File: config.mk
export PLATFORM = sky130hd
export DESIGN_NAME = txq_ctrl
export DESIGN_NICKNAME = d
export VERILOG_FILES = /design/src/hw/rtl/txq_pkg.sv /design/src/hw/rtl/txq_ctrl.sv
export SDC_FILE = /design/constraint.sdc
export NUM_CORES = 1
export LEC_CHECK = 0
export ABC_CLOCK_PERIOD_IN_PS = 3310
export BUFFER_PORTS_ARGS = -buffer_cell sky130_fd_sc_hd__buf_4
export CAP_MARGIN = 10
export CELL_PAD_IN_SITES_DETAIL_PLACEMENT = 0
export CELL_PAD_IN_SITES_GLOBAL_PLACEMENT = 1
export CORE_AREA = 2 2 152 154
export DETAILED_ROUTE_END_ITERATION = 8
export DIE_AREA = 0 0 154 156
export HOLD_SLACK_MARGIN = 0.02
export PLACE_DENSITY = 0.84
export SETUP_SLACK_MARGIN = 0.05
export SKIP_CTS_REPAIR_TIMING = 1
export SLEW_MARGIN = 25
export SYNTH_ARGS = -nofsm -noshare
export SYNTH_HDL_FRONTEND = slang
export SYNTH_SLANG_ARGS = --single-unit
export TNS_END_PERCENT = 10
File: constraint.sdc
create_clock -name clk -period 3.31 [get_ports clk]
set_clock_uncertainty 0.2 [all_clocks]
set_input_delay 0.1655 -clock clk [delete_from_list [all_inputs] [get_ports clk]]
set_output_delay 0.1655 -clock clk [all_outputs]
set_load 0.005 [all_outputs]
File: src/hw/rtl/txq_pkg.sv
package txq_pkg;

    // request codes
    localparam logic [1:0] REQ_PUSH  = 2'd0;
    localparam logic [1:0] REQ_POP   = 2'd1;
    localparam logic [1:0] REQ_FLUSH = 2'd2;

    // result status codes
    localparam logic [2:0] ST_OK      = 3'd0;
    localparam logic [2:0] ST_MARK    = 3'd1;
    localparam logic [2:0] ST_FULL    = 3'd2;
    localparam logic [2:0] ST_EMPTY   = 3'd3;
    localparam logic [2:0] ST_EXPIRED = 3'd4;

    // configuration register indexes
    localparam logic [1:0] CFG_MAX_PACKETS  = 2'd0;
    localparam logic [1:0] CFG_ALMOST_FULL  = 2'd1;
    localparam logic [1:0] CFG_ALMOST_EMPTY = 2'd2;

    localparam int CFG_BITS  = 7;
    localparam int CFG_IDX_BITS = 2;
    localparam int FILL_BITS = 7;
    localparam int DROP_BITS = 32;
    localparam int PORT_HANDLE_BITS = 32;
    localparam int TIME_BITS = 64;

    localparam logic [CFG_BITS-1:0] MAX_PACKETS_RST  = 7'd64;
    localparam logic [CFG_BITS-1:0] ALMOST_FULL_RST  = 7'd48;
    localparam logic [CFG_BITS-1:0] ALMOST_EMPTY_RST = 7'd8;

    // one request after the control stage, waiting for ram read data
    typedef struct packed {
        logic                  pop_read;
        logic [2:0]            status;
        logic [FILL_BITS-1:0]  fill;
        logic [DROP_BITS-1:0]  drops;
        logic [TIME_BITS-1:0]  cur_time;
    } issue_t;

endpackage

File: src/hw/rtl/txq_ctrl.sv
module txq_ctrl #(
    parameter int QUEUE_DEPTH = 64,
    parameter int HW = 32
) (
    input  logic                                 clk,
    input  logic                                 rst_n,
    input  logic                                 cfg_wr_en,
    input  logic [txq_pkg::CFG_IDX_BITS-1:0]     cfg_index,
    input  logic [txq_pkg::CFG_BITS-1:0]         cfg_wdata,
    input  logic                                 acc,
    input  logic [1:0]                           req_type,
    input  logic [txq_pkg::PORT_HANDLE_BITS-1:0] pkt_handle,
    input  logic [txq_pkg::TIME_BITS-1:0]        expiry_time,
    input  logic [txq_pkg::TIME_BITS-1:0]        current_time,
    output logic                                 wr_en,
    output logic [$clog2(QUEUE_DEPTH)-1:0]       wr_addr,
    output logic [HW+txq_pkg::TIME_BITS-1:0]     wr_data,
    output logic                                 rd_en,
    output logic [$clog2(QUEUE_DEPTH)-1:0]       rd_addr,
    output txq_pkg::issue_t                      issue
);

    localparam int AW   = $clog2(QUEUE_DEPTH);
    localparam int CW   = $clog2(QUEUE_DEPTH + 1);
    localparam int CMPW = (CW > txq_pkg::CFG_BITS) ? CW : txq_pkg::CFG_BITS;
    localparam logic [AW-1:0]   LAST_SLOT = AW'(QUEUE_DEPTH - 1);
    localparam logic [CMPW-1:0] DEPTH_X   = CMPW'(QUEUE_DEPTH);

    logic [AW-1:0]                  head_reg, head_next;
    logic [AW-1:0]                  tail_reg, tail_next;
    logic [CW-1:0]                  count_reg, count_next;
    logic [txq_pkg::DROP_BITS-1:0]  drops_reg, drops_next;
    logic [txq_pkg::CFG_BITS-1:0]   max_reg, afull_reg, aempty_reg;

    logic [CMPW-1:0] cnt_x, cnt_inc, cnt_dec, limit, cnt_new;
    logic [2:0]      status;
    logic            pop_read;

    always_comb
    begin
        cnt_x   = CMPW'(count_reg);
        cnt_inc = cnt_x + CMPW'(1);
        cnt_dec = cnt_x - CMPW'(1);
        limit   = (CMPW'(max_reg) > DEPTH_X) ? DEPTH_X : CMPW'(max_reg);

        head_next  = head_reg;
        tail_next  = tail_reg;
        count_next = count_reg;
        drops_next = drops_reg;
        status     = txq_pkg::ST_OK;
        pop_read   = 1'b0;
        wr_en      = 1'b0;
        rd_en      = 1'b0;

        case (req_type)
            txq_pkg::REQ_PUSH:
            begin
                if (cnt_x >= limit)
                begin
                    drops_next = drops_reg + 1'b1;
                    status     = txq_pkg::ST_FULL;
                end
                else
                begin
                    wr_en      = acc;
                    tail_next  = (tail_reg == LAST_SLOT) ? '0 : tail_reg + 1'b1;
                    count_next = CW'(cnt_inc);
                    status     = (cnt_inc >= CMPW'(afull_reg)) ? txq_pkg::ST_MARK
                                                               : txq_pkg::ST_OK;
                end
            end
            txq_pkg::REQ_POP:
            begin
                if (cnt_x == '0)
                begin
                    status = txq_pkg::ST_EMPTY;
                end
                else
                begin
                    rd_en      = acc;
                    pop_read   = 1'b1;
                    head_next  = (head_reg == LAST_SLOT) ? '0 : head_reg + 1'b1;
                    count_next = CW'(cnt_dec);
                    status     = (cnt_dec <= CMPW'(aempty_reg)) ? txq_pkg::ST_MARK
                                                                : txq_pkg::ST_OK;
                end
            end
            txq_pkg::REQ_FLUSH:
            begin
                head_next  = '0;
                tail_next  = '0;
                count_next = '0;
            end
            default:
            begin
                status = txq_pkg::ST_OK;
            end
        endcase

        cnt_new        = CMPW'(count_next);
        issue.pop_read = pop_read;
        issue.status   = status;
        issue.fill     = cnt_new[txq_pkg::FILL_BITS-1:0];
        issue.drops    = drops_next;
        issue.cur_time = current_time;
    end

    assign wr_addr = tail_reg;
    assign wr_data = {expiry_time, pkt_handle[HW-1:0]};
    assign rd_addr = head_reg;

    always_ff @(posedge clk or negedge rst_n)
    begin
        if (!rst_n)
        begin
            head_reg   <= '0;
            tail_reg   <= '0;
            count_reg  <= '0;
            drops_reg  <= '0;
            max_reg    <= txq_pkg::MAX_PACKETS_RST;
            afull_reg  <= txq_pkg::ALMOST_FULL_RST;
            aempty_reg <= txq_pkg::ALMOST_EMPTY_RST;
        end
        else
        begin
            if (acc)
            begin
                head_reg  <= head_next;
                tail_reg  <= tail_next;
                count_reg <= count_next;
                drops_reg <= drops_next;
            end
            if (cfg_wr_en)
            begin
                case (cfg_index)
                    txq_pkg::CFG_MAX_PACKETS:  max_reg    <= cfg_wdata;
                    txq_pkg::CFG_ALMOST_FULL:  afull_reg  <= cfg_wdata;
                    txq_pkg::CFG_ALMOST_EMPTY: aempty_reg <= cfg_wdata;
                    default:                   max_reg    <= max_reg;
                endcase
            end
        end
    end

endmodule

# ---- Word level (Yosys, flattened, before mapping)
# Cells that the tools add are included.
dict set report word_totals {
  regBits 72
  latch_bits 0
  mem_bits_rw 0
  romBits 0
  out_inout_bits 217
  elab_cells 57
  mem_count 0
}
dict set report classes {
  addsub 5
  n_mul 0
  div_mod_pow 0
  order_cmp 4
  eq_ne 8
  shift 0
  mux 23
  bitwise 0
  n_reduce_logical 10
}
# op count
set ops {}
lappend ops {{32-bit 2-to-1 mux} 2}
lappend ops {{32-bit by 1-bit adder with 32-bit output, second input constant} 1}
lappend ops {{6-bit 2-to-1 mux} 4}
lappend ops {{6-bit case mux with 2 select lines} 2}
lappend ops {{7-bit 2-to-1 mux} 3}
lappend ops {{7-bit case mux with 3 select lines} 1}
lappend ops {{7-bit >= comparator} 2}
lappend ops {{6-bit by 1-bit adder with 6-bit output, second input constant} 2}
lappend ops {{6-bit == test, second input constant} 2}
lappend ops {{1-bit 2-to-1 mux} 8}
lappend ops {{7-bit by 1-bit adder with 7-bit output, second input constant} 1}
lappend ops {{7-bit greater-than comparator, second input constant} 1}
lappend ops {{7-bit <= comparator} 1}
lappend ops {{7-bit zero test} 1}
lappend ops {{7-bit by 1-bit subtractor with 7-bit output, second input constant} 1}
lappend ops {{2-bit AND reduction} 3}
lappend ops {{3-bit AND reduction} 2}
lappend ops {{2-bit by 1-bit == test with 1-bit output, second input constant} 2}
lappend ops {{2-bit == test, second input constant} 2}
lappend ops {{2-bit zero test} 2}
lappend ops {{2-bit 2-to-1 mux} 2}
lappend ops {{2-bit inequality test, second input constant} 2}
lappend ops {{2-bit case mux with 2 select lines} 1}
lappend ops {{2-bit nonzero test} 2}

# ---- Logic depth before layout (Yosys ltp)
# Gate-level depths: netlist of run 1.
dict set report logic_depth {
  depth_word 5
  mapped_depth 11
  depth_no_buf 10
}

# ---- Worst setup path before layout of run 1
# OpenSTA, ideal clock, no wires.
dict set report synth_timing {
  kind {reg2out}
  start {register max_reg[6] (netlist bit)}
  end {output port issue[76] (netlist bit)}
  arrival_ns 2.427
  required_ns 2.944
  slack_ns 0.517
  path_stages_with_launch 9
  cell_sequence {dfstp_2 > inv_1 > ha_1 > nand4_1 > o311ai_0 > buf_2 > nand2_1 > nor3_1 > xor2_1}
}
# element line_no
set synth_lines {}
lappend synth_lines {{start, declared} txq_ctrl.sv:33} ;# logic [txq_pkg::CFG_BITS-1:0] max_reg, afull_reg, aempty_reg;
lappend synth_lines {{start signal, assigned} txq_ctrl.sv:120} ;# max_reg <= txq_pkg::MAX_PACKETS_RST;
lappend synth_lines {{start signal, assigned} txq_ctrl.sv:136} ;# txq_pkg::CFG_MAX_PACKETS: max_reg <= cfg_wdata;
lappend synth_lines {{start signal, assigned} txq_ctrl.sv:139} ;# default: max_reg <= max_reg;
lappend synth_lines {{end, declared} txq_ctrl.sv:20} ;# output txq_pkg::issue_t issue

==> results.yml, run 1 <==
critical_path:
  cp.required_ps: 2940
  crit_fanout: 7
  r2r_start: "max_reg[6]"
  worstSetupEndpointType: "output pin"
  path_class: "flop to output pin"
  rrSetupSlack_ps: 180
  start_kind: "flop"
  arrival_ps: 2920
  r2r_cells: 12
  startpoint: "max_reg[6]"
  r2r_end: "wr_addr[4]"
drt:
  wl_um: 14450
  via_count: 4165
  dr.first_iter.drc_count: 205
  post_drt_wl_per_cell_um: 16.33
  detail-route-antenna-nets: 0
  drc: 0
  routed_via_density: 4.706
  firstDrtPassIters: 5
place:
  hpwl_um: 10680
  place_congestion: 0.8291
  dp_cells: 853
  dpl_cell_area_um2: 5568
  numPortBuffers: 70
power:
  leakage_uw: 0.002938
  finalPower_uw: 4327
  vdd_ir_drop_max_mv: 0.2533
  powerDensity_nw_per_um2: 689.4
logic_synthesis:
  synth_area_um2: 5849
  yosysTopAreaCell: "dfrtp_1"
  avgSynthCellArea_um2: 8.836
  synthTopCellsByCount: "buf_4, dfrtp_1, nand2_1"
  synth_top_area_share_pct: 29.09
  yosysSeqAreaShare_pct: 30.89
  synth-seq-cells: 72
  yosysMostFrequentCell: "buf_4"
  synth_ff_type: "dfrtp_1"
  yosys_warnings: 0
  synth_edf_count: 0
  synth-async-reset-ratio_pct: 100.0
  synth.area.top_cells: "dfrtp_1, buf_4, xnor2_1"
  synth.distinct_cells: 56
  synth_cells: 662
  syn_nets: 864
final_layout:
  largest_reg_flops: 32
  final-seq-area_um2: 1807
  drive_gt1_share_pct: 28.33
  multiInputGateArea_um2: 2900
  final_area_um2: 6276
  area_delta_synth_final_pct: 7.294
  nFillCells: 2354
  fin_util_pct: 28.06
  antennaDiodeCount: 0
  nNetsFinal: 797
  finalNonFillerCells: 885
global_route:
  grt_overflow: 0
  grt_usage_pct: 11.68
  grt_pass1_vias: 4052
  antenna_found_initial: 0
  grt_pass1_wl_um: 21890
  grt_max_degree: 73
min_path:
  hold_path.class: "input port to flop"
  hp-start: "cfg_index[1]"
  hold_path_depth: 5
  min_to: "max_reg[6]"
sta:
  setup_tns_ps: 0
  grt_setup_unrepaired: "true"
  layout_min_cycle_time_ps: 3284
  setup_viol: 0
  finalCritPeriodShare_pct: 99.23
  hold_viol: 0
  max_slew_margin_pct: 46.17
  fmax_mhz: 304.5
  maxSlewViolCount: 0
  worst_pin_slew_ps: 804.5
die:
  boundaryPins: 392
  die-area_um2: 24020
  die_h_um: 156
  rows: 55
  initial_utilization_pct: 26.15
  coreArea_um2: 22370
  dieWidth_um: 154
status:
  status: "finished clean"
cts:
  clk_latency_ps: 340
  clk_pin_slew_worst_paths_ps: 60
  cts_tree: "done"
  cts.path.max_buffers: 2
  cts-root-buf: "clkbuf_16"
  cts_max_level: 3
  clock-sinks: 72
  cts_buffers: 9
job:
  drv_cap: 0
[metrics by stage]
| stage | hold WS [ps] | setup slack [ps] |
|---|---|---|
| 4_1_cts | -203.9 | -236.9 |
| 3_3_place_gp | 131.0 | 117.8 |
| 6_report | 59.31 | 25.54 |
| 2_1_floorplan | -330.1 | 517.2 |
| 5_1_grt | 108.5 | -142.6 |
| 3_5_place_dp | 131.0 | 169.2 |
[layout by cell type (no fill, tap or decap), types with 3 or more instances in the layout]
cell / n
buf_4: 83
dfrtp_1: 68
nand2_1: 57
xnor2_1: 36
nor2_1: 35
xor2_1: 30
ha_1: 24
inv_1: 20
nand3_1: 20
mux2_2: 20
nand4_1: 18
o21ai_0: 18
and3_1: 11
nor3_1: 10
dlygate4sd3_1: 10
a21o_1: 9
clkbuf_16: 9
nand2b_1: 6
nor2_2: 6
a21oi_1: 6
a22o_1: 6
xnor2_2: 5
nor2b_1: 4
o21a_1: 4
and4_1: 4
nor3_2: 4
dfstp_2: 4
a211oi_1: 3
nand3_2: 3
nand3b_1: 3
inv_6: 3
buf_6: 3
[area by class of cell]
| class | instances | area share [%] |
|---|---|---|
| Clock buffer | 10 | 3.808 |
| Clock inverter | 6 | 1.176 |
| Inverter | 21 | 1.316 |
| Multi-Input combinational cell | 391 | 46.21 |
| Sequential cell | 72 | 28.79 |
| Tap cell | 285 | 5.682 |
| Timing Repair Buffer | 100 | 13.02 |
[kinds of logic after synthesis]
| kind of cell | after synthesis | synth area share (%) |
|---|---|---|
| DFF | 72 | 30.89 |
| buffers and inverters | 199 | 23.25 |
| AOI/OAI and AO/OA | 71 | 8.257 |
| adders and majority gates | 27 | 5.775 |
| xor gates and xnor gates | 72 | 10.78 |
| other | 1 | 0.06411 |
| muxes | 21 | 4.021 |
| and+or+nand+nor | 199 | 16.96 |
[critical path, cell delays in order (launching register included)]
cell and delay (ps):
dfstp_2 550, clkinvlp_4 160, nand2_2 110, ha_4 200, a211o_1 270, o211ai_1 220, o311a_4 350, buf_8 140
buf_12 110, o21ai_2 100, a21o_1 220, buf_4 140
[per-layer routing]
metal,share of wire [%],GRT usage [%],up-vias,wire length (um)
li1,-,-,1950,-
met1,44,14.27,1999,6302
met2,46,18.11,148,6633
met3,6.3,3.333,68,909
met4,4.2,7.432,0,605
met5,0,0,-,0
[power by group]
group          total [uW]  internal, uW  leakage [uW]  switching [uW]
sequential           1180          1030      0.000932             148
combinational        2110          1010       0.00185            1100
clock                1040           615      0.000154             423
total                4330          2650       0.00294            1670
[how the worst max path moves through the flow]
stage                       to  slack (ps)  cells past startpoint
floorplan            issue[76]         520                      8
global placement     issue[89]         120                      8
detailed placement   issue[89]         170                      8
CTS                  issue[89]        -240                      8
global route         issue[88]        -140                     10
finish              issue[102]          30                     11
No activity file was read; power rests on OpenSTA's default activity.
==> inputs of run 2 (changes only) <==
--- a/config.mk
+++ b/config.mk
@@ -13,7 +13,9 @@
 export CORE_AREA = 2 2 152 154
 export DETAILED_ROUTE_END_ITERATION = 8
 export DIE_AREA = 0 0 154 156
+export GPL_TIMING_DRIVEN = 1
 export HOLD_SLACK_MARGIN = 0.02
+export MAX_ROUTING_LAYER = met4
 export PLACE_DENSITY = 0.84
 export SETUP_SLACK_MARGIN = 0.05
 export SKIP_CTS_REPAIR_TIMING = 1
==> results.yml, run 2 (same netlist as run 1, synthesis figures left out) <==
critical_path:
  arrival_ps: 2930
  critPathBufInv: 2
  path_class: "flop to output pin"
  crit_fanout: 7
  r2r_start: "max_reg[6]"
  start_kind: "flop"
  startpoint: "max_reg[6]"
  r2r_end: "wr_addr[4]"
  cp.required_ps: 2940
  r2r_cells: 12
  crit_family: "compound AO/OA/AOI/OAI gates"
  max_stage_delay_ps: 550
  worstSetupEndpointType: "output pin"
  cp-endpoint: "issue[100]"
  cp.depth: 10
  rrSetupSlack_ps: 190
  cpMaxStageDelayCell: "dfstp_2"
  path_cells: "clkinvlp_4 > nand2_2 > ha_4 > a211o_1 > o211ai_1 > o311a_4 > nand2_4 > o32ai_4 > a21o_1 > buf_4"
sta:
  hold_viol: 0
  layout_min_cycle_time_ps: 3299
  grt_setup_unrepaired: "true"
  maxSlewViolCount: 0
  finalWorstSetupSlack_ps: 11.39
  finalCritPeriodShare_pct: 99.66
  fmax_mhz: 303.2
  worst_pin_slew_ps: 832.5
  setup_tns_ps: 0
  max_slew_margin_pct: 44.29
  setup_viol: 0
cts:
  cts_max_level: 3
  cts_tree: "done"
  cts.path.max_buffers: 2
  cts-root-buf: "clkbuf_16"
  clock-sinks: 72
  cts_buffers: 9
  clk_latency_ps: 350
  clk_pin_slew_worst_paths_ps: 60
drt:
  routed_via_density: 4.765
  dr.first_iter.drc_count: 224
  post_drt_wl_per_cell_um: 16.41
  drc: 0
  detail-route-antenna-nets: 0
  via_count: 4217
  wl_um: 14520
  firstDrtPassIters: 5
global_route:
  grt_pass1_vias: 4069
  met3_usage_pct: 3.083
  grtUsageMet1_pct: 14.31
  grt.busiest_layer: "met2"
  grt_max_degree: 73
  grt_use_met2_pct: 18.19
  grt_overflow: 0
  grt_usage_pct: 12.01
  grt_pass1_wl_um: 21870
  antenna_found_initial: 0
final_layout:
  final-seq-area_um2: 1807
  nFillCells: 2350
  antennaDiodeCount: 0
  drive_gt1_share_pct: 28.50
  largest_reg_flops: 32
  area_delta_synth_final_pct: 7.465
  layout_common_cells: "buf_4, dfrtp_1, nand2_1"
  final_common_cell: "buf_4"
  multiInputGateArea_um2: 2914
  nNetsFinal: 797
min_path:
  hold_path.class: "input port to flop"
place:
  numPortBuffers: 70
  hpwl_um: 10680
  post-place-ws_ps: 169.2
  place_congestion: 0.8418
job:
  drv_cap: 0
status:
  status: "finished clean"
die:
  rows: 55
  initial_utilization_pct: 26.15
  die-area_um2: 24020
  coreArea_um2: 22370
  dieWidth_um: 154
  die_h_um: 156
  boundaryPins: 392
power:
  leakage_uw: 0.002938
  powerDensity_nw_per_um2: 690.4
  vdd_ir_drop_max_mv: 0.2553
==> run 2: cell type report <==
| type | count | share of cell area, % |
|---|---|---|
| clock buffers | 10 | 3.802 |
| clock inverters | 6 | 1.174 |
| flip-flops and latches | 72 | 28.74 |
| repair buffers | 100 | 12.94 |
| well taps | 285 | 5.673 |
| inverters | 21 | 1.314 |
| multi-input cells | 391 | 46.36 |
==> run 2: routing by layer <==
layer / part of all wire (%) / routed length, um / vias to the layer above
met5: 0 / 0 / -
met4: 4.3 / 622 / 0
met3: 6.6 / 958 / 69
met2: 46 / 6688 / 152
met1: 43 / 6254 / 2047
li1: - / - / 1949
==> run 2: where the power goes <==
part | internal (uW) | switching [uW] | leakage, uW
logic | 1010 | 1110 | 0.00185
clock network | 616 | 427 | 0.000154
registers | 1030 | 148 | 0.000932
total | 2650 | 1690 | 0.00294
==> run 2: worst min-delay path by stage <==
stage / from / endpoint / slack (ps) / cells after the start
after floorplan: rst_n / aempty_reg[0] / -330 / 0
after global placement: current_time[11] / issue[11] / 130 / 0
after detailed placement: current_time[11] / issue[11] / 130 / 0
after CTS: rst_n / drops_reg[0] / -200 / 1
after global routing: cfg_index[1] / max_reg[6] / 110 / 5
final: cfg_index[1] / max_reg[6] / 60 / 5
==> run 2: through the flow <==
step | power [uW] | instances | hold WS (ps) | instance area, um^2 | util, %
3_3_place_gp | 2953 | 853 | 131.0 | 5568 | 24.90
5_1_grt | 4661 | 885 | 108.5 | 6286 | 28.11
4_1_cts | 4074 | 869 | -203.9 | 5881 | 26.29
2_1_floorplan | 2411 | 662 | -330.1 | 5849 | -
6_report | 4340 | 885 | 58.58 | 6286 | 28.11
3_5_place_dp | 3004 | 853 | 131.0 | 5568 | 24.90
==> run 2: worst reg2reg max path, stage by stage (launching register included) <==
cell	delay, ps
dfstp_2	550
clkinvlp_4	160
nand2_2	110
ha_4	200
a211o_1	270
o211ai_1	220
o311a_4	350
buf_8	140
buf_12	110
buf_4	90
o21ai_1	80
or4_1	470
nand3_1	90
==> inputs of run 3 (changes only) <==
--- a/config.mk
+++ b/config.mk
@@ -5,18 +5,19 @@
 export SDC_FILE = /design/constraint.sdc
 export NUM_CORES = 1
 export LEC_CHECK = 0
+export ABC_AREA = 1
 export ABC_CLOCK_PERIOD_IN_PS = 3310
 export BUFFER_PORTS_ARGS = -buffer_cell sky130_fd_sc_hd__buf_4
 export CAP_MARGIN = 10
 export CELL_PAD_IN_SITES_DETAIL_PLACEMENT = 0
 export CELL_PAD_IN_SITES_GLOBAL_PLACEMENT = 1
-export CORE_AREA = 2 2 152 154
+export CORE_MARGIN = 2
+export CORE_UTILIZATION = 29
 export DETAILED_ROUTE_END_ITERATION = 8
-export DIE_AREA = 0 0 154 156
 export GPL_TIMING_DRIVEN = 1
 export HOLD_SLACK_MARGIN = 0.02
 export MAX_ROUTING_LAYER = met4
-export PLACE_DENSITY = 0.84
+export PLACE_DENSITY = 0.91
 export SETUP_SLACK_MARGIN = 0.05
 export SKIP_CTS_REPAIR_TIMING = 1
 export SLEW_MARGIN = 25
==> results.yml, run 3 <==
status:
  status: "finished clean"
die:
  coreArea_um2: 21090
  dieWidth_um: 150.8
  rows: 53
  initial_utilization_pct: 29.64
  boundaryPins: 392
  die_h_um: 150.8
  die-area_um2: 22750
critical_path:
  cp.required_ps: 2940
  arrival_ps: 2660
  start_kind: "flop"
  worstSetupEndpointType: "output pin"
  max_stage_delay_ps: 400
  cpMaxStageDelayCell: "dfrtp_1"
  path_cells: "nor2_1 > nand3_1 > a21boi_0 > ha_1 > inv_1 > nand2_1 > nand2_1 > nand2_1 > nand2_2 > nand2_4 > nand2_4 > buf_4 > nor2_8 > nand2_1 > nand2_1 > and2_1 > buf_4"
  crit_fanout: 8
  path_class: "flop to output pin"
  cp_common_cell: "nand2_1"
final_layout:
  nNetsFinal: 981
  antennaDiodeCount: 0
  finalNonFillerCells: 1059
  layout_common_cells: "nand2_1, inv_1, buf_4"
  drive_gt1_share_pct: 17.86
  area_delta_synth_final_pct: -0.4203
  largest_reg_flops: 32
  final_common_cell: "nand2_1"
power:
  powerDensity_nw_per_um2: 647.5
  leakage_uw: 0.003155
  vdd_ir_drop_max_mv: 0.2599
job:
  drv_cap: 0
logic_synthesis:
  synth-async-reset-ratio_pct: 100.0
  yosys_warnings: 0
  synth_mux_area_share_pct: 0
  avgSynthCellArea_um2: 7.243
  synthXorXnorAreaFrac_pct: 3.443
  synthTopCellsByCount: "nand2_1, buf_4, inv_1"
  syn_nets: 1065
  synth_ff_type: "dfrtp_1"
  synth.distinct_cells: 43
  yosysSeqAreaShare_pct: 28.90
  synth_fa_ha_area_share_pct: 5.404
  synth-seq-cells: 72
  synth_top_area_share_pct: 27.22
  synth_edf_count: 0
  yosysMostFrequentCell: "nand2_1"
  yosysTopAreaCell: "dfrtp_1"
  synth_area_um2: 6251
  synth.area.top_cells: "dfrtp_1, buf_4, nand2_1"
  synth_compound_area_share_pct: 7.946
  yosys.area_share.simple_pct: 27.68
  synth_cells: 863
  synth_top_family_by_area: "simple AND/OR/NAND/NOR gates"
cts:
  clk_latency_ps: 350
  cts.path.max_buffers: 2
  clock-sinks: 72
  clk_pin_slew_worst_paths_ps: 60
  cts_buffers: 9
  cts_max_level: 3
  cts_tree: "done"
  cts-root-buf: "clkbuf_16"
drt:
  drc: 0
  detail-route-antenna-nets: 0
  firstDrtPassIters: 5
  dr.first_iter.drc_count: 307
  wl_um: 14640
  via_count: 4810
  routed_via_density: 4.542
  post_drt_wl_per_cell_um: 13.82
sta:
  finalCritPeriodShare_pct: 91.48
  setup_viol: 0
  maxSlewViolCount: 0
  grt_setup_unrepaired: "true"
  fmax_mhz: 330.3
  worst_pin_slew_ps: 698.2
  hold_ws_ps: 29.92
  finalWorstSetupSlack_ps: 282.1
  setup_tns_ps: 0
  layout_min_cycle_time_ps: 3028
  hold_viol: 0
  max_slew_margin_pct: 53.45
global_route:
  grt_usage_pct: 13.59
  grt_overflow: 0
  grt_pass1_wl_um: 23400
  grt_pass1_vias: 4537
  antenna_found_initial: 0
  grt_max_degree: 73
place:
  dp_cells: 1035
  post-place-ws_ps: 501.2
  numPortBuffers: 70
  place_congestion: 0.8407
  hpwl_um: 11150
min_path:
  hold_path.class: "input port to flop"
run 3: cell types whose count changed after synthesis, sizes merged, moves of 20 or more:
cell	delta
nand2	+177
inv	+78
o21ai	+40
xnor2	-38
nand3	+27
mux2	-20
run 3: worst max-delay path: cells and delay by family, from the launching register on:
family                   cells  cell delay (ps)
AO/OA/AOI/OAI                1              190
adder cells (fa/ha/maj)      1              260
buffers and inverters        3              410
flip-flops                   1              400
AND/OR/NAND/NOR             12             1050
run 3: metal layers:
layer	GRT usage (%)	wire length, um
met5	-	0
met3	4.940	1312
met1	16.60	6532
met2	20.16	6429
met4	5.981	361
run 3: cell families after synthesis:
kind of cell	Yosys count
buffers and inverters	275
xor gates and xnor gates	22
other	1
adders and majority gates	27
DFF	72
and+or+nand+nor	377
AOI/OAI and AO/OA	89
run 3: path summary, 6_finish.rpt:
path                          startpoint            end  slack (ps)  cells past startpoint
max                           max_reg[1]      issue[73]         280                     17
min                          req_type[0]     wr_addr[2]          30                      4
max reg2reg                   max_reg[1]   drops_reg[0]         720                     15
min reg2reg                aempty_reg[4]  aempty_reg[4]         290                      2
max in group asynchronous          rst_n       cnt_x[0]        2180                      2
min in group asynchronous          rst_n  drops_reg[11]         210                      2
run 3: layout make-up:
type / instances / area (um^2)
clock buffer: 10 / 229.0
clock inverter: 6 / 46.29
fill: 2275 / 14860
inverter: 99 / 371.6
multi-input combinational: 516 / 2794
sequential: 72 / 1808
tap: 275 / 344.1
timing repair buffer: 81 / 631.9
run 3: stage by stage:
| stage | power (uW) | instance area [um^2] | utilization [%] |
|---|---|---|---|
| floorplan | 2586 | 6251 | - |
| global placement | 3065 | 5854 | 27.76 |
| detailed placement | 3112 | 5854 | 27.76 |
| CTS | 4062 | 6130 | 29.07 |
| global route | 4394 | 6225 | 29.52 |
| finish | 4031 | 6225 | 29.52 |
run 3: power by group:
group	switching (uW)	internal [uW]	total (uW)
clock	409	511	920
combinational	1100	761	1860
sequential	194	1060	1250
